## src/sv/timed_actuator_sequencer_unit_assert.svh

```systemverilog
// Assertion macros shared by the timed actuator sequencer RTL.
`ifndef TIMED_ACTUATOR_SEQUENCER_UNIT_ASSERT_SVH
`define TIMED_ACTUATOR_SEQUENCER_UNIT_ASSERT_SVH

// Same-cycle implication, checked on every clock edge outside reset.
`define TAS_ASSERT_IMPL(label, clk, rst_n, ante, cons, msg) \
  label: assert property (@(posedge clk) disable iff (!rst_n) (ante) |-> (cons)) \
    else $error(msg);

// Next-cycle implication, checked on every clock edge outside reset.
`define TAS_ASSERT_NEXT(label, clk, rst_n, ante, cons, msg) \
  label: assert property (@(posedge clk) disable iff (!rst_n) (ante) |=> (cons)) \
    else $error(msg);

`endif

```

## src/sv/tas_pkg.sv

```systemverilog
// Types, constants and sequence tables of the timed actuator sequencer.
`timescale 1ns / 1ps

package tas_pkg;

  // Delay counters and configuration registers
  localparam int unsigned DelayWidth = 16;
  localparam int unsigned StepWidth  = 4;
  localparam int unsigned MaxSeqLen  = 10;

  // Configuration register indexes
  localparam int unsigned CfgIdxWidth = 3;
  localparam logic [CfgIdxWidth-1:0] CfgSolenoidDelay = 3'd0;
  localparam logic [CfgIdxWidth-1:0] CfgLiftDelay     = 3'd1;
  localparam logic [CfgIdxWidth-1:0] CfgSettleDelay   = 3'd2;
  localparam logic [CfgIdxWidth-1:0] CfgGateDelay     = 3'd3;
  localparam logic [CfgIdxWidth-1:0] CfgEndDelay      = 3'd4;

  // Reset values of the configuration registers
  localparam logic [DelayWidth-1:0] RstSolenoidDelay = 16'd300;
  localparam logic [DelayWidth-1:0] RstLiftDelay     = 16'd800;
  localparam logic [DelayWidth-1:0] RstSettleDelay   = 16'd50;
  localparam logic [DelayWidth-1:0] RstGateDelay     = 16'd30;
  localparam logic [DelayWidth-1:0] RstEndDelay      = 16'd100;

  // Mode codes
  typedef enum logic [2:0] {
    ModeNone        = 3'd0,
    ModeLarge       = 3'd1,
    ModeSmall       = 3'd2,
    ModeMidairReady = 3'd3,
    ModeMidairGet   = 3'd4,
    ModeExchange    = 3'd5,
    ModeReset       = 3'd6,
    ModeLaser       = 3'd7
  } mode_e;

  // End status codes
  localparam logic [1:0] EndRunning = 2'd0;
  localparam logic [1:0] EndDone    = 2'd1;
  localparam logic [1:0] EndMidair  = 2'd2;

  typedef enum logic [1:0] {
    OpSet  = 2'd0,
    OpGate = 2'd1,
    OpEnd  = 2'd2,
    OpHold = 2'd3
  } op_kind_e;

  typedef enum logic [2:0] {
    ActClamp   = 3'd0,
    ActForward = 3'd1,
    ActCatch   = 3'd2,
    ActLiftA   = 3'd3,
    ActLiftB   = 3'd4
  } act_e;

  typedef enum logic {
    DlySolenoid = 1'b0,
    DlyLift     = 1'b1
  } dly_e;

  typedef struct packed {
    op_kind_e   kind;
    act_e       act;
    logic [1:0] tgt;
    dly_e       dly;
  } seq_op_t;

  typedef struct packed {
    logic [2:0] mode;
    logic       photogate;
    logic       ack_end;
  } in_item_t;

  typedef struct packed {
    logic                 clamp_on;
    logic                 arm_forward;
    logic                 catch_on;
    logic [1:0]           lift_first;
    logic [1:0]           lift_second;
    logic [1:0]           end_status;
    logic [StepWidth-1:0] step_now;
    logic                 waiting;
  } out_item_t;

  function automatic seq_op_t mk_op(op_kind_e kind, act_e act, logic [1:0] tgt, dly_e dly);
    seq_op_t op;
    op.kind = kind;
    op.act  = act;
    op.tgt  = tgt;
    op.dly  = dly;
    return op;
  endfunction

  // Number of steps in each mode's sequence
  function automatic logic [StepWidth-1:0] seq_len(mode_e mode);
    logic [StepWidth-1:0] len;
    case (mode)
      ModeLarge:       len = 4'd8;
      ModeSmall:       len = 4'd10;
      ModeMidairReady: len = 4'd6;
      ModeMidairGet:   len = 4'd6;
      ModeExchange:    len = 4'd5;
      ModeReset:       len = 4'd5;
      ModeLaser:       len = 4'd5;
      default:         len = 4'd0;
    endcase
    return len;
  endfunction

  // Operation at position idx (from 0) of a mode's sequence
  function automatic seq_op_t seq_op(mode_e mode, logic [StepWidth-1:0] idx);
    seq_op_t op;
    op = mk_op(OpEnd, ActClamp, 2'd0, DlySolenoid);
    case (mode)
      ModeLarge: begin
        case (idx)
          4'd0: op = mk_op(OpSet, ActClamp,   2'd0, DlySolenoid);
          4'd1: op = mk_op(OpSet, ActLiftA,   2'd2, DlyLift);
          4'd2: op = mk_op(OpSet, ActForward, 2'd1, DlySolenoid);
          4'd3: op = mk_op(OpSet, ActClamp,   2'd1, DlySolenoid);
          4'd4: op = mk_op(OpSet, ActLiftB,   2'd1, DlyLift);
          4'd5: op = mk_op(OpSet, ActForward, 2'd0, DlySolenoid);
          4'd6: op = mk_op(OpSet, ActLiftA,   2'd0, DlyLift);
          default: op = mk_op(OpEnd, ActClamp, 2'd0, DlySolenoid);
        endcase
      end
      ModeSmall: begin
        case (idx)
          4'd0: op = mk_op(OpSet, ActClamp,   2'd0, DlySolenoid);
          4'd1: op = mk_op(OpSet, ActLiftB,   2'd1, DlyLift);
          4'd2: op = mk_op(OpSet, ActLiftA,   2'd1, DlyLift);
          4'd3: op = mk_op(OpSet, ActForward, 2'd1, DlySolenoid);
          4'd4: op = mk_op(OpSet, ActClamp,   2'd1, DlySolenoid);
          4'd5: op = mk_op(OpSet, ActCatch,   2'd1, DlySolenoid);
          4'd6: op = mk_op(OpSet, ActLiftA,   2'd0, DlyLift);
          4'd7: op = mk_op(OpSet, ActForward, 2'd0, DlySolenoid);
          4'd8: op = mk_op(OpSet, ActCatch,   2'd0, DlySolenoid);
          default: op = mk_op(OpEnd, ActClamp, 2'd0, DlySolenoid);
        endcase
      end
      ModeMidairReady: begin
        case (idx)
          4'd0: op = mk_op(OpSet, ActClamp,   2'd0, DlySolenoid);
          4'd1: op = mk_op(OpSet, ActLiftB,   2'd1, DlyLift);
          4'd2: op = mk_op(OpSet, ActLiftA,   2'd2, DlyLift);
          4'd3: op = mk_op(OpSet, ActForward, 2'd1, DlySolenoid);
          4'd4: op = mk_op(OpSet, ActCatch,   2'd1, DlySolenoid);
          default: op = mk_op(OpHold, ActClamp, 2'd0, DlySolenoid);
        endcase
      end
      ModeMidairGet: begin
        case (idx)
          4'd0: op = mk_op(OpGate, ActClamp,   2'd0, DlySolenoid);
          4'd1: op = mk_op(OpSet,  ActClamp,   2'd1, DlySolenoid);
          4'd2: op = mk_op(OpSet,  ActForward, 2'd0, DlySolenoid);
          4'd3: op = mk_op(OpSet,  ActLiftA,   2'd0, DlyLift);
          4'd4: op = mk_op(OpSet,  ActCatch,   2'd0, DlySolenoid);
          default: op = mk_op(OpEnd, ActClamp, 2'd0, DlySolenoid);
        endcase
      end
      ModeExchange: begin
        case (idx)
          4'd0: op = mk_op(OpSet, ActClamp,   2'd1, DlySolenoid);
          4'd1: op = mk_op(OpSet, ActLiftB,   2'd2, DlyLift);
          4'd2: op = mk_op(OpSet, ActLiftA,   2'd1, DlyLift);
          4'd3: op = mk_op(OpSet, ActForward, 2'd1, DlySolenoid);
          default: op = mk_op(OpEnd, ActClamp, 2'd0, DlySolenoid);
        endcase
      end
      ModeReset: begin
        case (idx)
          4'd0: op = mk_op(OpSet, ActForward, 2'd0, DlySolenoid);
          4'd1: op = mk_op(OpSet, ActLiftA,   2'd0, DlyLift);
          4'd2: op = mk_op(OpSet, ActCatch,   2'd0, DlySolenoid);
          4'd3: op = mk_op(OpSet, ActLiftB,   2'd0, DlyLift);
          default: op = mk_op(OpEnd, ActClamp, 2'd0, DlySolenoid);
        endcase
      end
      ModeLaser: begin
        // Laser clamp close waits the lift delay
        case (idx)
          4'd0: op = mk_op(OpSet, ActClamp,   2'd0, DlySolenoid);
          4'd1: op = mk_op(OpSet, ActLiftA,   2'd2, DlyLift);
          4'd2: op = mk_op(OpSet, ActForward, 2'd1, DlySolenoid);
          4'd3: op = mk_op(OpSet, ActClamp,   2'd1, DlyLift);
          default: op = mk_op(OpEnd, ActClamp, 2'd0, DlySolenoid);
        endcase
      end
      default: op = mk_op(OpEnd, ActClamp, 2'd0, DlySolenoid);
    endcase
    return op;
  endfunction

endpackage

```

## src/sv/timed_actuator_sequencer_unit.sv

```systemverilog
// Top level of the timed actuator sequencer: step state, delay timer and result register.
`timescale 1ns / 1ps
`include "timed_actuator_sequencer_unit_assert.svh"

// Usage:
//   Input channel (in_valid_i / in_stall_o / in_data_i): one beat per millisecond
//   tick, carrying mode, photogate level and end acknowledge.
//   Output channel (out_valid_o / out_stall_i / out_data_o): one beat per input
//   beat, holding solenoid commands, lift positions, end status, step and wait flag.
//   Configuration port (cfg_we_i / cfg_idx_i / cfg_data_i): writes the five delay
//   registers in ticks; indexes past the end delay are ignored.
//   A result appears in the cycle after its tick is taken. Throughput: one tick per
//   cycle unless the receiver stalls; the whole update is one pass from the state
//   registers through the sequence table and timer compare into the result register.
//   Stall: the result register holds while the receiver stalls; the input is
//   stalled only while a result waits and the receiver stalls, so a new tick is
//   taken in the same cycle as the waiting result leaves.
//   Reset: all actuators off and lowered, sequence idle, no wait running, end
//   status clear, delay registers at their default values, output empty.
module timed_actuator_sequencer_unit (
  input  logic                               clk_i,
  input  logic                               rst_ni,
  input  logic                               in_valid_i,
  output logic                               in_stall_o,
  input  tas_pkg::in_item_t                  in_data_i,
  output logic                               out_valid_o,
  input  logic                               out_stall_i,
  output tas_pkg::out_item_t                 out_data_o,
  input  logic                               cfg_we_i,
  input  logic [tas_pkg::CfgIdxWidth-1:0]    cfg_idx_i,
  input  logic [tas_pkg::DelayWidth-1:0]     cfg_data_i
);

  localparam int unsigned DW = tas_pkg::DelayWidth;
  localparam int unsigned SW = tas_pkg::StepWidth;

  // Configuration registers
  logic [DW-1:0] sol_dly_q, lift_dly_q, settle_dly_q, gate_dly_q, end_dly_q;

  // Sequencer state
  logic [SW-1:0] step_q, step_d;
  logic [SW-1:0] next_step_q, next_step_d;
  logic          wait_active_q, wait_active_d;
  logic [DW-1:0] wait_elapsed_q, wait_elapsed_d;
  logic [DW-1:0] wait_length_q, wait_length_d;
  logic [2:0]    prev_mode_q;
  logic          clamp_q, clamp_d;
  logic          forward_q, forward_d;
  logic          catch_q, catch_d;
  logic [1:0]    lift_a_q, lift_a_d;
  logic [1:0]    lift_b_q, lift_b_d;
  logic [1:0]    end_q, end_d;

  // Output register
  logic               out_valid_q, out_valid_d;
  tas_pkg::out_item_t out_data_q, out_data_d;

  logic in_accept;

  // Intermediate values of the tick update
  tas_pkg::mode_e    mode;
  tas_pkg::seq_op_t  op;
  logic [SW-1:0]     len;
  logic [SW-1:0]     cur_step;
  logic [1:0]        act_val;
  logic              do_wait;
  logic [DW-1:0]     wait_len;
  logic [DW-1:0]     elapsed_inc;

  assign in_stall_o  = out_valid_q & out_stall_i;
  assign in_accept   = in_valid_i & ~in_stall_o;
  assign out_valid_o = out_valid_q;
  assign out_data_o  = out_data_q;

  // Write the delay registers
  always_ff @(posedge clk_i or negedge rst_ni) begin
    if (!rst_ni) begin
      sol_dly_q    <= tas_pkg::RstSolenoidDelay;
      lift_dly_q   <= tas_pkg::RstLiftDelay;
      settle_dly_q <= tas_pkg::RstSettleDelay;
      gate_dly_q   <= tas_pkg::RstGateDelay;
      end_dly_q    <= tas_pkg::RstEndDelay;
    end else if (cfg_we_i) begin
      case (cfg_idx_i)
        tas_pkg::CfgSolenoidDelay: sol_dly_q    <= cfg_data_i;
        tas_pkg::CfgLiftDelay:     lift_dly_q   <= cfg_data_i;
        tas_pkg::CfgSettleDelay:   settle_dly_q <= cfg_data_i;
        tas_pkg::CfgGateDelay:     gate_dly_q   <= cfg_data_i;
        tas_pkg::CfgEndDelay:      end_dly_q    <= cfg_data_i;
        default: ;
      endcase
    end
  end

  // Advance the sequencer by one tick
  always_comb begin
    mode           = tas_pkg::mode_e'(in_data_i.mode);
    end_d          = in_data_i.ack_end ? tas_pkg::EndRunning : end_q;
    step_d         = step_q;
    next_step_d    = next_step_q;
    wait_active_d  = wait_active_q;
    wait_elapsed_d = wait_elapsed_q;
    wait_length_d  = wait_length_q;
    clamp_d        = clamp_q;
    forward_d      = forward_q;
    catch_d        = catch_q;
    lift_a_d       = lift_a_q;
    lift_b_d       = lift_b_q;
    do_wait        = 1'b0;
    wait_len       = settle_dly_q;
    act_val        = 2'd0;

    // Count the running wait and leave the step when it expires
    elapsed_inc = (wait_elapsed_q == {DW{1'b1}}) ? wait_elapsed_q : wait_elapsed_q + 1'b1;
    if (wait_active_q) begin
      wait_elapsed_d = elapsed_inc;
      if (elapsed_inc >= wait_length_q) begin
        step_d        = next_step_q;
        wait_active_d = 1'b0;
      end
    end

    // Drop to idle on a mode change
    if (prev_mode_q != in_data_i.mode) begin
      step_d      = '0;
      next_step_d = '0;
    end

    cur_step = step_d;
    len      = tas_pkg::seq_len(mode);
    op       = tas_pkg::seq_op(mode, cur_step - 1'b1);

    case (op.act)
      tas_pkg::ActClamp:   act_val = {1'b0, clamp_q};
      tas_pkg::ActForward: act_val = {1'b0, forward_q};
      tas_pkg::ActCatch:   act_val = {1'b0, catch_q};
      tas_pkg::ActLiftA:   act_val = lift_a_q;
      default:             act_val = lift_b_q;
    endcase

    // Run the current step
    if (mode != tas_pkg::ModeNone) begin
      if (cur_step == '0) begin
        step_d      = SW'(1);
        next_step_d = SW'(1);
      end else if (cur_step > len) begin
        step_d      = '0;
        next_step_d = '0;
      end else begin
        case (op.kind)
          tas_pkg::OpSet: begin
            next_step_d = cur_step + 1'b1;
            do_wait     = 1'b1;
            if (act_val != op.tgt) begin
              wait_len = (op.dly == tas_pkg::DlyLift) ? lift_dly_q : sol_dly_q;
              case (op.act)
                tas_pkg::ActClamp:   clamp_d   = op.tgt[0];
                tas_pkg::ActForward: forward_d = op.tgt[0];
                tas_pkg::ActCatch:   catch_d   = op.tgt[0];
                tas_pkg::ActLiftA:   lift_a_d  = op.tgt;
                default:             lift_b_d  = op.tgt;
              endcase
            end else begin
              wait_len = settle_dly_q;
            end
          end
          tas_pkg::OpGate: begin
            next_step_d = cur_step + 1'b1;
            do_wait     = in_data_i.photogate;
            wait_len    = gate_dly_q;
          end
          tas_pkg::OpEnd: begin
            next_step_d = '0;
            end_d       = tas_pkg::EndDone;
            do_wait     = 1'b1;
            wait_len    = end_dly_q;
          end
          default: begin
            next_step_d = '0;
            end_d       = tas_pkg::EndMidair;
          end
        endcase
      end
    end

    // Start a wait only when none is running
    if (do_wait && !wait_active_d) begin
      wait_active_d  = 1'b1;
      wait_length_d  = wait_len;
      wait_elapsed_d = '0;
    end

    out_data_d.clamp_on    = clamp_d;
    out_data_d.arm_forward = forward_d;
    out_data_d.catch_on    = catch_d;
    out_data_d.lift_first  = lift_a_d;
    out_data_d.lift_second = lift_b_d;
    out_data_d.end_status  = end_d;
    out_data_d.step_now    = step_d;
    out_data_d.waiting     = wait_active_d;
  end

  // Hold the state until a tick is accepted
  always_ff @(posedge clk_i or negedge rst_ni) begin
    if (!rst_ni) begin
      step_q         <= '0;
      next_step_q    <= '0;
      wait_active_q  <= 1'b0;
      wait_elapsed_q <= '0;
      wait_length_q  <= '0;
      prev_mode_q    <= tas_pkg::ModeNone;
      clamp_q        <= 1'b0;
      forward_q      <= 1'b0;
      catch_q        <= 1'b0;
      lift_a_q       <= 2'd0;
      lift_b_q       <= 2'd0;
      end_q          <= tas_pkg::EndRunning;
    end else if (in_accept) begin
      step_q         <= step_d;
      next_step_q    <= next_step_d;
      wait_active_q  <= wait_active_d;
      wait_elapsed_q <= wait_elapsed_d;
      wait_length_q  <= wait_length_d;
      prev_mode_q    <= in_data_i.mode;
      clamp_q        <= clamp_d;
      forward_q      <= forward_d;
      catch_q        <= catch_d;
      lift_a_q       <= lift_a_d;
      lift_b_q       <= lift_b_d;
      end_q          <= end_d;
    end
  end

  // Load a result beat on accept, drop it once taken
  always_comb begin
    out_valid_d = out_valid_q;
    if (in_accept) begin
      out_valid_d = 1'b1;
    end else if (!out_stall_i) begin
      out_valid_d = 1'b0;
    end
  end

  always_ff @(posedge clk_i or negedge rst_ni) begin
    if (!rst_ni) begin
      out_valid_q <= 1'b0;
    end else begin
      out_valid_q <= out_valid_d;
    end
  end

  always_ff @(posedge clk_i) begin
    if (in_accept) begin
      out_data_q <= out_data_d;
    end
  end

  // Checks on the sequencer state and the result register
  `TAS_ASSERT_IMPL(a_wait_in_range, clk_i, rst_ni, wait_active_q,
                   (wait_elapsed_q < wait_length_q) || (wait_elapsed_q == '0),
                   "running wait passed its length")
  `TAS_ASSERT_IMPL(a_step_in_range, clk_i, rst_ni, 1'b1,
                   step_q <= SW'(tas_pkg::MaxSeqLen),
                   "step index past the longest sequence")
  `TAS_ASSERT_NEXT(a_accept_loads_out, clk_i, rst_ni, in_accept,
                   out_valid_q,
                   "accepted tick left no result beat")

endmodule
```

## config.mk

```make
export PLATFORM = sky130hd
export DESIGN_NAME = timed_actuator_sequencer_unit
export DESIGN_NICKNAME = d
export VERILOG_FILES = /design/src/sv/tas_pkg.sv /design/src/sv/timed_actuator_sequencer_unit.sv
export VERILOG_INCLUDE_DIRS = /design/src /design/src/sv
export SDC_FILE = /design/constraint.sdc
export NUM_CORES = 1
export LEC_CHECK = 0
export ABC_AREA = 1
export BUFFER_PORTS_ARGS = -buffer_cell sky130_fd_sc_hd__buf_2
export CELL_PAD_IN_SITES_DETAIL_PLACEMENT = 0
export CELL_PAD_IN_SITES_GLOBAL_PLACEMENT = 2
export CORE_MARGIN = 2
export CORE_UTILIZATION = 40
export DETAILED_ROUTE_END_ITERATION = 10
export PLACE_DENSITY = 0.91
export SLEW_MARGIN = 30
export SYNTH_ARGS = -nofsm -noshare
export SYNTH_HDL_FRONTEND = slang
export SYNTH_SLANG_ARGS = --single-unit
```

## constraint.sdc

```tcl
create_clock -name clk_i -period 10.4 [get_ports clk_i]
set_input_delay 0.52 -clock clk_i [delete_from_list [all_inputs] [get_ports clk_i]]
set_output_delay 0.52 -clock clk_i [all_outputs]
set_load 0.005 [all_outputs]
```

==> impl_metrics.env <==
export IMPL_critPathLaunchType="flop"
export IMPL_wirelength_mm=21.6
export IMPL_synth_compound_area_frac=0.114
export IMPL_fmax_mhz=144
export IMPL_synth_warnings=0
export IMPL_worstPathArrival_ps=7250
export IMPL_ys_top_cells_by_area="dfrtp_1, nand2_1, o21ai_0, inv_1, nand3_1"
export IMPL_path_class="reg2reg"
export IMPL_synth_commonest_cells="nand2_1, inv_1, o21ai_0, dfrtp_1, nand3_1"
export IMPL_io_buffers=44
export IMPL_dieHeight_um=151
export IMPL_synth_mux_area_frac=0.0208
export IMPL_place_congestion=0.863
export IMPL_synth_top_family_by_area="simple AND/OR/NAND/NOR gates"
export IMPL_drive_above_1_share=0.142
export IMPL_row_count=53
export IMPL_htreeDepth=4
export IMPL_start_util=0.410
export IMPL_post_drt_wl_per_cell_um=15.0
export IMPL_syn_nets=1175
export IMPL_cts_tree="yes"
export IMPL_syn2layout_area_growth_pct=12.0
export IMPL_switching_share=0.369
export IMPL_synth_fa_ha_area_frac=0.0332
export IMPL_clk_latency_ps=440
export IMPL_post_route_min_period_ps=6930
export IMPL_setup_violations=0
export IMPL_antenna_found_initial=0
export IMPL_asyncSetResetFlopFracSynth=0.905
export IMPL_ys_flop_type="dfrtp_1"
export IMPL_crit_fanout=18
export IMPL_grt_pass1_vias=6900
export IMPL_skew_ps=13.8
export IMPL_synth_edf_count=14
export IMPL_grt_max_degree=79
export IMPL_yosysTopAreaCell="dfrtp_1"
export IMPL_placedCellCount=1403
export IMPL_hpwl_mm=15.0
export IMPL_root_buffer="clkbuf_16"
export IMPL_numCtsBuffers=17
export IMPL_seq_power_share=0.409
export IMPL_die_area_mm2=0.0229
export IMPL_cts_hold_buffers_added=0
export IMPL_synth_seq_cells=148
export IMPL_seq_area_frac_synth=0.437
export IMPL_drv_slew=0
export IMPL_grt_overflow=0
export IMPL_first_pass_iters=5
export IMPL_relSlewSlack=0.444
export IMPL_final_setup_tns_ps=0
export IMPL_min_period_over_period=0.666
export IMPL_finalNetCount=1199
export IMPL_fin_area_mm2=0.00972
export IMPL_ys_types=47
export IMPL_cts_sinks=148
export IMPL_p_sw_uw=735
export IMPL_hold_viol=0
export IMPL_dpl_cell_area_mm2=0.00911
export IMPL_cpPeakStageDelay_ps=470
export IMPL_cap_violations=0
export IMPL_cts_resized=0
export IMPL_syn_avg_cell_area_um2=7.73
export IMPL_antenna_cells=0
export IMPL_clkSlewWorstSetupHoldPaths_ps=70
export IMPL_clk_path_buf_depth=2
export IMPL_rsz0062_at_grt="no"
export IMPL_die_x_um=151
export IMPL_vias=7202
export IMPL_p_total_uw=1990
export IMPL_status="finished, final reports clean"
export IMPL_yosysTopAreaCellShare=0.337
export IMPL_p_per_area_mw_per_mm2=205
export IMPL_syn_instance_count=1123
export IMPL_ant_nets=0
export IMPL_grt_total_usage=0.205
export IMPL_coreArea_mm2=0.0212
export IMPL_irDropWorstVdd_mv=0.100
export IMPL_worst_slew_pin_slew_ps=832
export IMPL_p_clk_frac=0.312
export IMPL_grt_pass1_wl_mm=36.9
export IMPL_required_ps=10720
export IMPL_instances_no_fill=1435
export IMPL_hold_class="in2async"
export IMPL_synth_simple_area_share=0.292
export IMPL_drt_iter0_drc=431
export IMPL_leakagePower_uw=0.00471
export IMPL_ios=45
export IMPL_crit_slowest_cell="clkinv_1"
export IMPL_syn_area_mm2=0.00868
export IMPL_cp_end_kind="flop"
export IMPL_critPathMostFrequentCell="nand2_1"
export IMPL_vias_per_cell=5.02
export IMPL_synthXorXnorAreaFrac=0.0101
export IMPL_internal_power_uw=1260
export IMPL_route_detailed_drc=0
export IMPL_synth_most_common_cell="nand2_1"
export IMPL_combPwrFrac=0.278
export IMPL_postCtsSetupRepairBufs=0
## flip-flops by register name (all words and copies together) (netlist names), 3 cells and up
name            count
lift_dly_q         16
end_dly_q          16
sol_dly_q          16
wait_elapsed_q     16
settle_dly_q       16
gate_dly_q         16
prev_mode_q         3
out_data_o         14
wait_length_q      16
step_q              4
next_step_q         4
## layer usage
layer / up-vias / routed length [um] / global-route usage / share of wire
met2: 120 / 9230 / 0.303 / 0.43
met4: 0 / 154 / 0.0425 / 0.0071
met3: 12 / 755 / 0.0377 / 0.035
met5: - / 0 / 0 / 0
met1: 3349 / 11400 / 0.313 / 0.53
li1: 3721 / - / - / -
## path summary, 6_finish.rpt
path	from	endpoint	slack [ps]	cells past startpoint
setup / recovery	wait_elapsed_q[0]	wait_length_q[6]	3470	40
hold / removal	rst_ni	out_valid_o	60	1
setup reg to reg	wait_elapsed_q[0]	wait_length_q[6]	3470	40
hold reg to reg	wait_length_q[8]	wait_length_q[8]	480	2
max in group asynchronous	rst_ni	wait_length_q[10]	9220	2
min in group clk_i	in_valid_i	out_valid_o	310	3
## layout make-up
type | count | area (um2)
clock buffers | 17 | 425
clock inverters | 15 | 178
flip-flops and latches | 148 | 3790
inverters | 163 | 612
well taps | 275 | 344
multi-input cells | 771 | 4120
fillers | 2166 | 11400
repair buffers | 46 | 245
## per-stage QoR
step / util / setup WS [ps] / hold WS, ps
after global placement: 0.429 / 3550 / 463
after detailed placement: 0.431 / 3540 / 468
final: 0.459 / 3470 / 57.9
after global routing: 0.459 / 2630 / 94.8
after CTS: 0.459 / 3470 / 86.7
after floorplan: - / 5200 / 224
## placed cells by master, fill, tap and decap left out, types with 5 or more instances in the layout
master     Yosys  routed
a21oi_1       20      19
buf_2         10      43
clkbuf_16      0      17
clkinv_8       0       5
dfrtp_1      117     117
dfstp_2       17      17
edfxtp_1      14      14
ha_1          23      23
inv_1        148     148
inv_2         11      11
inv_8          0       5
mux2i_1       18      18
nand2_1      293     291
nand2_2       17      19
nand3_1      100      97
nand3_2        5       8
nand3_4        6       6
nand4_1       29      29
nor2_1        47      46
nor2_4         6       7
nor3_1        16      16
o21ai_0      137     137
o21ai_1       10      10
xor2_1         8       8
## power by group through the flow
stage / sequential [uW] / clock, uW / combinational (uW)
5_1_grt: 834 / 664 / 655
3_3_place_gp: 823 / 0 / 553
4_1_cts: 815 / 635 / 561
3_5_place_dp: 824 / 0 / 557
6_report: 815 / 622 / 554
2_1_floorplan: 804 / 0 / 426
## worst max-delay path: cells and delay by family (launching register included)
kind                     cells  cell delay, ps
AO/OA/AOI/OAI                3             770
adder cells (fa/ha/maj)      3             730
buffers and inverters        9            1620
flip-flops                   1             420
AND/OR/NAND/NOR             25            3210
## cell families after synthesis
family          after synthesis
xor+xnor                     10
flops                       148
buf+inv                     204
simple gates                535
compound gates              185
fa+ha+maj                    23
mux                          18
Note: power is estimated with default switching activity, not from simulation.
